===== src/rtl/ede_pkg.sv =====
// ----------------------------------------------------------------------------
// ede_pkg
// Shared types and constants for the decimal escape decoder.
// ----------------------------------------------------------------------------
package ede_pkg;

  // Configuration register indexes
  localparam int unsigned CFG_IDX_W = 2;
  localparam logic [CFG_IDX_W-1:0] CFG_ESCAPE_BYTE  = 2'd0;
  localparam logic [CFG_IDX_W-1:0] CFG_QUOTE_MARKER = 2'd1;
  localparam logic [CFG_IDX_W-1:0] CFG_QUOTE_OUT    = 2'd2;

  // Register reset values
  localparam logic [7:0] RST_ESCAPE_BYTE  = 8'd92;
  localparam logic [7:0] RST_QUOTE_MARKER = 8'd161;
  localparam logic [7:0] RST_QUOTE_OUT    = 8'd39;

  // ASCII digit range
  localparam logic [7:0] DIGIT_LOW  = 8'h30;
  localparam logic [7:0] DIGIT_HIGH = 8'h39;

  // Output queue
  localparam int unsigned QUEUE_DEPTH = 4;
  localparam int unsigned QPTR_W      = $clog2(QUEUE_DEPTH);
  localparam int unsigned QCNT_W      = $clog2(QUEUE_DEPTH + 1);

  typedef struct packed {
    logic [7:0] in_byte;
    logic       in_final;
  } in_item_t;

  typedef struct packed {
    logic [7:0] out_byte;
    logic       run_last;
    logic       value_end;
  } out_item_t;

  typedef struct packed {
    logic [7:0] escape_byte;
    logic [7:0] quote_marker;
    logic [7:0] quote_out;
  } cfg_t;

  // Up to two results per decoded item
  typedef struct packed {
    logic [1:0] cnt;
    out_item_t  res0;
    out_item_t  res1;
  } dec_res_t;

endpackage


===== src/rtl/ede_decode.sv =====
// ----------------------------------------------------------------------------
// ede_decode
// Escape state machine and decimal accumulator; one item per item_go cycle.
// ----------------------------------------------------------------------------
module ede_decode (
  input  logic              clk,
  input  logic              rst_n,
  input  logic              item_go,
  input  ede_pkg::in_item_t item,
  input  ede_pkg::cfg_t     cfg,
  output ede_pkg::dec_res_t res
);

  typedef enum logic [1:0] {
    MODE_NORMAL = 2'd0,
    MODE_ESCAPE = 2'd1,
    MODE_DIGITS = 2'd2
  } mode_t;

  mode_t      mode_r, mode_nxt;
  logic [7:0] accum_r, accum_nxt;

  logic [7:0] b;
  logic       fin;
  logic       is_digit;
  logic [7:0] digit_val;
  logic [7:0] byte0, byte1;
  logic [1:0] cnt;

  assign b         = item.in_byte;
  assign fin       = item.in_final;
  assign is_digit  = (b >= ede_pkg::DIGIT_LOW) && (b <= ede_pkg::DIGIT_HIGH);
  assign digit_val = b - ede_pkg::DIGIT_LOW;

  always_comb begin
    mode_nxt  = mode_r;
    accum_nxt = accum_r;
    byte0     = b;
    byte1     = b;
    cnt       = 2'd0;

    unique case (mode_r)
      MODE_ESCAPE: begin
        if (b == cfg.escape_byte) begin
          byte0    = cfg.escape_byte;
          cnt      = 2'd1;
          mode_nxt = MODE_NORMAL;
        end else if (b == cfg.quote_marker) begin
          byte0    = cfg.quote_out;
          cnt      = 2'd1;
          mode_nxt = MODE_NORMAL;
        end else if (is_digit) begin
          accum_nxt = digit_val;
          mode_nxt  = MODE_DIGITS;
        end else begin
          byte0    = b;
          cnt      = 2'd1;
          mode_nxt = MODE_NORMAL;
        end
      end
      MODE_DIGITS: begin
        if (is_digit) begin
          // accum * 10 + digit, modulo 256
          accum_nxt = {accum_r[4:0], 3'b000} + {accum_r[6:0], 1'b0} + digit_val;
        end else begin
          byte0     = accum_r;
          cnt       = 2'd1;
          accum_nxt = '0;
          if (b == cfg.escape_byte && !fin) begin
            mode_nxt = MODE_ESCAPE;
          end else begin
            byte1    = b;
            cnt      = 2'd2;
            mode_nxt = MODE_NORMAL;
          end
        end
      end
      default: begin
        if (b == cfg.escape_byte && !fin) begin
          mode_nxt = MODE_ESCAPE;
        end else begin
          byte0    = b;
          cnt      = 2'd1;
          mode_nxt = MODE_NORMAL;
        end
      end
    endcase

    // End of value flushes a pending number and clears state
    if (fin) begin
      if (mode_nxt == MODE_DIGITS) begin
        // digits only ever follow with no result in this item
        byte0 = accum_nxt;
        cnt   = 2'd1;
      end
      mode_nxt  = MODE_NORMAL;
      accum_nxt = '0;
    end
  end

  always_comb begin
    res                = '0;
    res.cnt            = cnt;
    res.res0.out_byte  = byte0;
    res.res1.out_byte  = byte1;
    res.res0.run_last  = (cnt == 2'd1);
    res.res0.value_end = (cnt == 2'd1) && fin;
    res.res1.run_last  = (cnt == 2'd2);
    res.res1.value_end = (cnt == 2'd2) && fin;
  end

  always_ff @(posedge clk) begin
    if (!rst_n) begin
      mode_r  <= MODE_NORMAL;
      accum_r <= '0;
    end else if (item_go) begin
      mode_r  <= mode_nxt;
      accum_r <= accum_nxt;
    end
  end

  // A final item always leaves normal mode and a cleared accumulator
  a_final_clears: assert property (@(posedge clk) disable iff (!rst_n)
    item_go && fin |=> mode_r == MODE_NORMAL && accum_r == 8'd0)
    else $error("final item did not clear decode state");

  // A final item always yields at least one result
  a_final_emits: assert property (@(posedge clk) disable iff (!rst_n)
    item_go && fin |-> cnt != 2'd0)
    else $error("final item produced no result");

  // Two results only come out of digit mode
  a_two_from_digits: assert property (@(posedge clk) disable iff (!rst_n)
    cnt == 2'd2 |-> mode_r == MODE_DIGITS)
    else $error("two results outside digit mode");

endmodule


===== src/rtl/decimal_escape_decoder.sv =====
// ----------------------------------------------------------------------------
// decimal_escape_decoder
// Streaming decoder for backslash-decimal escaped byte values.
// ----------------------------------------------------------------------------
//  channel | ports                          | direction | moves
//  --------+--------------------------------+-----------+---------------------
//  in      | in_valid, in_ready, in_item    | input     | one raw byte item
//  out     | out_valid, out_ready, out_item | output    | one decoded byte item
//  cfg     | cfg_wr_en, cfg_index, cfg_wdata| input     | register write
//
//  Cycles: one item per cycle while the queue has room for two results.
//  An accepted item is held in the input register, decoded there and
//  pushed into a 4-entry output queue; its first result shows on out_*
//  once it is in the queue. An item yields 0, 1 or 2 results; the queue
//  output takes one per cycle while out_ready is high.
//  Reset: synchronous, active low; clears decode state, queue and registers
//  to their defaults (escape 92, quote marker 161, quote out 39).
//  Stalls: the input register advances only while the queue has room for
//  two results; in_ready drops when the register is full and cannot advance.
// ----------------------------------------------------------------------------
module decimal_escape_decoder (
  input  logic                               clk,
  input  logic                               rst_n,
  // input item channel
  input  logic                               in_valid,
  output logic                               in_ready,
  input  ede_pkg::in_item_t                  in_item,
  // result item channel
  output logic                               out_valid,
  input  logic                               out_ready,
  output ede_pkg::out_item_t                 out_item,
  // configuration write port
  input  logic                               cfg_wr_en,
  input  logic [ede_pkg::CFG_IDX_W-1:0]      cfg_index,
  input  logic [7:0]                         cfg_wdata
);

  // ---------------- configuration registers ----------------
  ede_pkg::cfg_t cfg_r;

  always_ff @(posedge clk) begin
    if (!rst_n) begin
      cfg_r.escape_byte  <= ede_pkg::RST_ESCAPE_BYTE;
      cfg_r.quote_marker <= ede_pkg::RST_QUOTE_MARKER;
      cfg_r.quote_out    <= ede_pkg::RST_QUOTE_OUT;
    end else if (cfg_wr_en) begin
      unique case (cfg_index)
        ede_pkg::CFG_ESCAPE_BYTE:  cfg_r.escape_byte  <= cfg_wdata;
        ede_pkg::CFG_QUOTE_MARKER: cfg_r.quote_marker <= cfg_wdata;
        ede_pkg::CFG_QUOTE_OUT:    cfg_r.quote_out    <= cfg_wdata;
        default: ;  // unused index, write dropped
      endcase
    end
  end

  // ---------------- input register ----------------
  ede_pkg::in_item_t stg_r;
  logic              stg_vld_r;
  logic              in_go;
  logic              stg_go;

  // output queue state (declared here, used by stage control)
  ede_pkg::out_item_t                q_r [ede_pkg::QUEUE_DEPTH];
  logic [ede_pkg::QPTR_W-1:0]        wr_ptr_r, rd_ptr_r;
  logic [ede_pkg::QCNT_W-1:0]        cnt_r, cnt_nxt;
  logic                              room;
  logic                              pop;

  // room for the worst case of two results, ignoring this cycle's pop
  assign room     = cnt_r <= ede_pkg::QCNT_W'(ede_pkg::QUEUE_DEPTH - 2);
  assign stg_go   = stg_vld_r && room;
  assign in_ready = !stg_vld_r || room;
  assign in_go    = in_valid && in_ready;

  always_ff @(posedge clk) begin
    if (!rst_n) begin
      stg_vld_r <= 1'b0;
    end else if (in_go) begin
      stg_vld_r <= 1'b1;
    end else if (stg_go) begin
      stg_vld_r <= 1'b0;
    end
  end

  always_ff @(posedge clk) begin
    if (in_go) begin
      stg_r <= in_item;
    end
  end

  // ---------------- decode ----------------
  ede_pkg::dec_res_t dec;

  ede_decode u_decode (
    .clk     (clk),
    .rst_n   (rst_n),
    .item_go (stg_go),
    .item    (stg_r),
    .cfg     (cfg_r),
    .res     (dec)
  );

  // ---------------- output queue ----------------
  logic [1:0]                 push_n;
  logic [ede_pkg::QPTR_W-1:0] wr_ptr_p1;

  assign push_n    = stg_go ? dec.cnt : 2'd0;
  assign out_valid = cnt_r != '0;
  assign out_item  = q_r[rd_ptr_r];
  assign pop       = out_valid && out_ready;
  assign wr_ptr_p1 = wr_ptr_r + ede_pkg::QPTR_W'(1);
  assign cnt_nxt   = cnt_r + ede_pkg::QCNT_W'(push_n) - ede_pkg::QCNT_W'(pop);

  always_ff @(posedge clk) begin
    if (!rst_n) begin
      wr_ptr_r <= '0;
      rd_ptr_r <= '0;
      cnt_r    <= '0;
    end else begin
      wr_ptr_r <= wr_ptr_r + ede_pkg::QPTR_W'(push_n);
      if (pop) begin
        rd_ptr_r <= rd_ptr_r + ede_pkg::QPTR_W'(1);
      end
      cnt_r <= cnt_nxt;
    end
  end

  always_ff @(posedge clk) begin
    if (push_n != 2'd0) begin
      q_r[wr_ptr_r] <= dec.res0;
    end
    if (push_n == 2'd2) begin
      q_r[wr_ptr_p1] <= dec.res1;
    end
  end

  // ---------------- checks ----------------
  a_queue_bound: assert property (@(posedge clk) disable iff (!rst_n)
    cnt_r <= ede_pkg::QCNT_W'(ede_pkg::QUEUE_DEPTH))
    else $error("output queue overflow");

  a_push_room: assert property (@(posedge clk) disable iff (!rst_n)
    push_n != 2'd0 |-> room)
    else $error("push without room in output queue");

  a_drain_empty: assert property (@(posedge clk) disable iff (!rst_n)
    pop && cnt_r == ede_pkg::QCNT_W'(1) && push_n == 2'd0 |=> !out_valid)
    else $error("queue still valid after last item drained");

  a_stage_stall: assert property (@(posedge clk) disable iff (!rst_n)
    stg_vld_r && !room |=> stg_vld_r && $stable(stg_r))
    else $error("input register lost its item while stalled");

endmodule


===== config.mk =====
export PLATFORM = sky130hd
export DESIGN_NAME = decimal_escape_decoder
export DESIGN_NICKNAME = d
export VERILOG_FILES = /design/src/rtl/ede_pkg.sv /design/src/rtl/ede_decode.sv /design/src/rtl/decimal_escape_decoder.sv
export SDC_FILE = /design/constraint.sdc
export NUM_CORES = 1
export LEC_CHECK = 0
export BUFFER_PORTS_ARGS = -buffer_cell sky130_fd_sc_hd__buf_4
export CAP_MARGIN = 20
export CORE_UTILIZATION = 61
export CTS_CLUSTER_SIZE = 16
export DETAILED_ROUTE_END_ITERATION = 16
export GPL_TIMING_DRIVEN = 0
export PLACE_DENSITY = 0.8
export SLEW_MARGIN = 40
export SYNTH_ARGS = -nofsm -noshare
export SYNTH_HDL_FRONTEND = slang
export SYNTH_SLANG_ARGS = --single-unit

===== constraint.sdc =====
create_clock -name clk -period 4.88 [get_ports clk]
set_input_delay 0.488 -clock clk [delete_from_list [all_inputs] [get_ports clk]]
set_output_delay 0.488 -clock clk [all_outputs]
set_load 0.05 [all_outputs]

## Word level (Yosys, flattened, before mapping)

Memories as Yosys holds them, arrays and structs flattened. A register that Yosys moved wholly into a read port is not among the register bits.
Index checks and enable logic that the tools add are counted.

- $add $sub $neg: 8
- Magnitude comparators: 3
- Equal/unequal tests: 10
- Muxes and demuxes: 37
- Reduce and logical (&&, ||, !) cells: 17

Operator list:

| operator | number |
|---|---|
| $mux 8 | 10 |
| $pmux 8 s2 | 2 |
| $mux 2 | 14 |
| $add 8x8->8 | 2 |
| $eq 8x8->1 | 2 |
| $eq 2x2->1 const B | 5 |
| $mux 1 | 9 |
| $ge 8x6->1 const B | 1 |
| $le 8x6->1 const B | 1 |
| $pmux 2 s2 | 2 |
| $sub 8x6->8 const B | 1 |
| $logic_and 1x1->1 | 7 |
| $eq 2x1->1 const B | 3 |
| $reduce_and 2->1 | 3 |
| $add 2x1->2 const B | 2 |
| $reduce_bool 2->1 | 2 |
| $add 3x2->3 | 1 |
| $le 3x2->1 const B | 1 |
| $reduce_bool 3->1 | 1 |
| $sub 3x1->3 | 1 |
| $add 2x2->2 | 1 |
| $logic_not 1->1 | 2 |
| $logic_not 2->1 | 1 |
| $logic_or 1x1->1 | 1 |

- Bits in registers: 51
- Bits in writable memories: 40
- Bits of input ports: 24
- Output and inout port bits: 12
- Logic and storage cells: 87
- Memories: 1

Memories:

| name | depth | width | read ports | clocked after memory_dff | wr ports | line | source |
|---|---|---|---|---|---|---|---|
| q_r | 4 | 10 | 1 | 1 | 2 | decimal_escape_decoder.sv:63 | `ede_pkg::out_item_t q_r [ede_pkg::QUEUE_DEPTH];` |

## Depth between registers and ports, before layout

- Depth in word-level cells: 13
- Depth in mapped cells: 17
- Gate-level depth less buffers: 16

## By module

A second synthesis with hierarchy kept.

- Cell total of the unflattened synthesis: 492
- Area, all modules: 5645.4 µm²

Modules (own cells, without submodules):

| module | instances | cells an instance | area an instance (µm²) | sequential area each (µm²) |
|---|---|---|---|---|
| decimal_escape_decoder | 1 | 251 | 3704.8 | 2152.1 |
| ede_decode | 1 | 241 | 1940.6 | 200.2 |

## Least setup slack after synthesis

Ideal clock, no wire load.

- Path type: reg2reg
- Start: register u_decode.mode_r[0]
- End: memory q_r[1][0] (netlist bit) (enable)
- Setup time: 412 ps
- Arrival: 3173 ps
- Required time: 4468 ps
- Setup slack: 1295 ps
- Cell stages (with the launch flop): 9
- Path buffers: 1
- Period minus slack after synthesis: 3585 ps
- Cell sequence: dfxtp_1 inv_1 ha_1 buf_1 clkinv_1 a21oi_1 a21oi_1 o21a_1 a2111oi_1

RTL lines:

| item | line | source |
|---|---|---|
| from (decl) | ede_decode.sv:20 | `mode_t mode_r, mode_nxt;` |
| from (signal assigned) | ede_decode.sv:117 | `mode_r <= mode_nxt;` |
| to (decl) | decimal_escape_decoder.sv:63 |  |

## Final worst setup path

- Start: register u_decode.mode_r[0]
- End: register cnt_r[2] (netlist bit)

- Longest elaborated chain between the ends: 8
- Elaborated cells between the ends (all ways): 11
- Those cells by class: add/sub: 2; eq/ne: 3; mux: 6

Ends and longest elaborated chain:

| item | line | source |
|---|---|---|
| $eq 2x2->1 (tied with other cells) | ede_decode.sv:42 | `unique case (mode_r)` |
| $pmux 2 s2 | ede_decode.sv:42 |  |
| $eq 2x2->1 | ede_decode.sv:91 | `if (mode_nxt == MODE_DIGITS) begin` |
| $mux 2 | ede_decode.sv:91 |  |
| $mux 2 (*) | ede_decode.sv:90 | `if (fin) begin` |
| $mux 2 (*) | decimal_escape_decoder.sv:107 | `assign push_n = stg_go ? dec.cnt : 2'd0;` |
| $add 3x2->3 (*) | decimal_escape_decoder.sv:112 | `assign cnt_nxt = cnt_r + ede_pkg::QCNT_W'(push_n) - ede_pkg::QCNT_W'(pop);` |
| $sub 3x1->3 (*) | decimal_escape_decoder.sv:112 |  |
| to (signal assigned) | decimal_escape_decoder.sv:124 | `cnt_r <= cnt_nxt;` |
| to (decl) | decimal_escape_decoder.sv:65 | `logic [ede_pkg::QCNT_W-1:0] cnt_r, cnt_nxt;` |

Every way passes the cells marked *; elsewhere a longest branch is shown, timed or not.
A chain may end at the register's enable or synchronous reset.

==> summary.md <==
| Metric | Value |
|---|---|
| Area share of the largest cell type after synthesis | `0.2670` |
| Postcts setup bufs | `0` |
| R2R Path Start | `u_decode.mode_r[0]` |
| Async SR Flop Fraction | `0` |
| CP arrival | `4.48 ns` |
| Reg-to-Reg End | `cnt_r[2]` |
| DP Wirelength | `10,350 um` |
| # DRC | `0` |
| Initial Utilization | `0.6319` |
| Dominant synthesized flop cell | `edfxtp_1` |
| Layout cells sized above 1 | `0.2149` |
| LEAKAGE | `2.338 nW` |
| Largest net degree at the start of global routing | `18` |
| Beginning of the worst hold path | `in_item[7]` |
| Chip Width | `97.05 um` |
| Initial DRC Count | `320` |
| Drt pass-1 iters | `5` |
| Post-layout minimum cycle time | `4.199 ns` |
| First-pass GRT wire length | `22,570 um` |
| Clock slew at reported path FFs | `0.10 ns` |
| Setup CP Type | `reg2reg` |
| N_diodes | `0` |
| HP Class | `in2reg` |
| Synth Cell Area | `5510 um^2` |
| Number of port buffers | `35` |
| Period Utilization, post-route | `0.8605` |
| Post-Syn Nets | `562` |
| Max cap viols | `0` |
| Vias in the first global route | `4,369` |
| CTS tree | `yes` |
| Detailed-route via count | `4,326` |
| RSZ-0062 raised after global routing | `no` |
| Placed instance count | `669` |
| GPL Wtd Cong | `0.9201` |
| Switch share | `0.3417` |
| Clk network pwr share | `0.263` |
| Std-Cell Rows | `34` |
| Combinational share of power | `0.288` |
| Slew margin rel. | `0.4949` |
| Worst slew pin tran | `0.7548 ns` |
| Synth Instances | `518` |
| Post-route ant nets | `0` |
| H-tree levels | `3` |
| Switch Pwr | `0.0006954 W` |
| WL per Instance | `20.26 um` |
| Final Hold Vio Count | `0` |
| Yosys cell types | `64` |
| Synth warn | `0` |
| Top-Level Pins | `36` |
| Clk Latency, worst-skew pair | `0.38 ns` |
| Hold Buf Count CTS | `0` |
| Root buf cell | `clkbuf_8` |
| Crit Path Max Fanout | `10` |
| Final WL | `13,880 um` |
| Crit. End Element | `flop` |
| Reg2reg setup slack | `0.68 ns` |
| Post-Layout Cell Count | `685` |
| Synthesis-stage register bit count | `93` |
| Power per Cell Area | `329.5 nW/um^2` |
| Full die area | `9418 um^2` |
| Slew Limit Fails | `0` |
| Int Pwr | `0.001340 W` |
| Hold Crit Depth | `1` |
| Finish-stage setup viols | `0` |
| Worst Reg2Reg Path Length in Cells | `16` |
| FMAX | `238.1 MHz` |
| Die Ht | `97.05 um` |
| Total track usage | `0.3090` |
| Startpoint types | `flop` |
| Sequential area share after synthesis | `0.4269` |
| Routed vias/inst | `6.315` |
| Clock skew | `0.01854 ns` |
| Syn Area/Cell | `10.64 um^2` |
| Place WS | `0.7682 ns` |
| Status | `finished clean` |
| Inserted Clock Buffers | `9` |
| Filler cell count | `645` |
| WHS Endpoint | `stg_r[7]` |
| Initial antenna violation count | `0` |
| Worst setup path start | `u_decode.mode_r[0]` |
| Post-synth EDFFs | `49` |
| Core ar. | `8721 um^2` |
| Post-synth top area cell | `edfxtp_1` |
| Sequential share of power | `0.449` |
| Resized cells post-CTS | `0` |
| Grt total ovfl | `0` |
| WP data required | `5.16 ns` |
| Layout area overhead | `12.10%` |
| Worst IR Drop VDD | `0.0001506 V` |
| TritonCTS sink count | `93` |
| PnR worst setup slack | `0.6806 ns` |
| Top cells by area, synth | `edfxtp_1 (27%), dfxtp_1 (16%), mux2i_1 (4.9%), mux4_2 (4.1%), xnor2_1 (3.8%)` |
| Clock Tree Buf Depth | `2` |
| Final net count | `616` |
==> synth_stat cells (3+ instances only) <==
cell,count
nand2_1,42
dfxtp_1,44
mux2i_1,27
a22o_1,4
o22ai_1,6
a21boi_0,3
and2_1,20
nor2b_1,24
a21oi_1,15
edfxtp_1,49
mux2_2,17
mux4_2,10
o32ai_2,3
nand3_1,4
a211oi_1,19
buf_2,12
buf_1,3
nand4_1,7
a222oi_1,4
o21ai_0,11
o31ai_1,3
o211ai_1,3
a22oi_1,9
o21a_1,7
ha_1,14
nor2_1,30
xor2_1,5
clkbuf_1,13
a211oi_2,4
xnor2_1,24
fa_1,6
nor3_4,3
a31oi_1,6
inv_1,27
==> routing by layer <==
layer | part of all wire | GRT usage
met3 | 0.071 | 0.05130
met5 | 0 | 0
met1 | 0.43 | 0.4064
met2 | 0.48 | 0.5108
met4 | 0.022 | 0.1217
==> how the worst max path moves through the flow <==
stage          slack [ns]        end
3_3_place_gp        -0.11  q_r[1][4]
6_report             0.68   cnt_r[2]
4_1_cts              0.74   cnt_r[2]
3_5_place_dp         0.77   cnt_r[2]
2_1_floorplan        1.30  q_r[1][0]
5_1_grt              0.47   cnt_r[2]
==> registers in the layout, summed over array words and instances (netlist names), named ones only <==
register and flops:
cfg_r 24, cnt_r 3, q_r 40, rd_ptr_r 2, stg_r 9, stg_vld_r 1
u_decode.accum_r 8, u_decode.mode_r 2, wr_ptr_r 2
==> worst max-delay path, cell delays in order, from the launching register on <==
cell and delay [ns]:
dfxtp_1 0.42, inv_1 0.06, ha_1 0.37, buf_1 0.50, clkinv_1 0.48, a21oi_1 0.38, a21oi_1 0.12, o21a_1 0.24
nand2b_1 0.20, ha_1 0.29, inv_1 0.06, ha_1 0.12, inv_1 0.05, fa_1 0.37, xor2_1 0.16, xnor2_1 0.12
and2_1 0.15
==> layout make-up <==
class                           instances  area [um^2]  share of cell area
Inverter                               29        108.9             0.01762
Timing Repair Buffer                   43        316.6             0.05125
Clock inverter                          5        43.79            0.007089
Clock buffer                           11        152.6             0.02471
Sequential cell                        93         2352              0.3808
Multi-Input combinational cell        366         2932              0.4746
Tap cell                              108        135.1             0.02188
Buffer                                 30        136.4             0.02208
==> power by group through the flow <==
stage | clock (W) | combinational, W | sequential, W
floorplan | 0 | 0.000432 | 0.000921
global placement | 0 | 0.000567 | 0.000928
detailed placement | 0 | 0.000583 | 0.000930
CTS | 0.000532 | 0.000588 | 0.000913
global route | 0.000564 | 0.000627 | 0.000918
finish | 0.000536 | 0.000586 | 0.000913
==> cell families (layout without fill, tap and decap cells) <==
logic type	after synthesis	after routing	share of synthesized area
adders and majority gates	20	20	0.05359
xor gates and xnor gates	29	29	0.04609
DFF	93	93	0.4269
muxes	55	55	0.1274
and+or+nand+nor	152	152	0.1517
buffers and inverters	59	118	0.04428
AOI/OAI and AO/OA	110	110	0.1501
==> metrics by stage <==
step	area, um^2	hold WS [ns]	setup TNS, ns	util	total power [W]
3_5_place_dp	5981	0.4684	0	0.6858	0.001513
2_1_floorplan	5510	0.4405	0	-	0.001353
4_1_cts	6177	0.2751	0	0.7083	0.002033
6_report	6177	0.2760	0	0.7083	0.002035
3_3_place_gp	5908	0.4672	-1.063	0.6775	0.001495
5_1_grt	6177	0.2679	0	0.7083	0.002109
==> cells in the final DEF (no fill, tap or decap), types with 16 or more instances in the layout <==
cell type | netlist | final
a211oi_1 | 19 | 18
and2_1 | 20 | 20
buf_2 | 12 | 16
buf_4 | 2 | 38
dfxtp_1 | 44 | 44
edfxtp_1 | 49 | 49
inv_1 | 27 | 27
mux2_2 | 17 | 17
mux2i_1 | 27 | 27
nand2_1 | 42 | 42
nor2_1 | 30 | 30
nor2b_1 | 24 | 24
xnor2_1 | 24 | 24
Power figures use the tool's default switching activity.
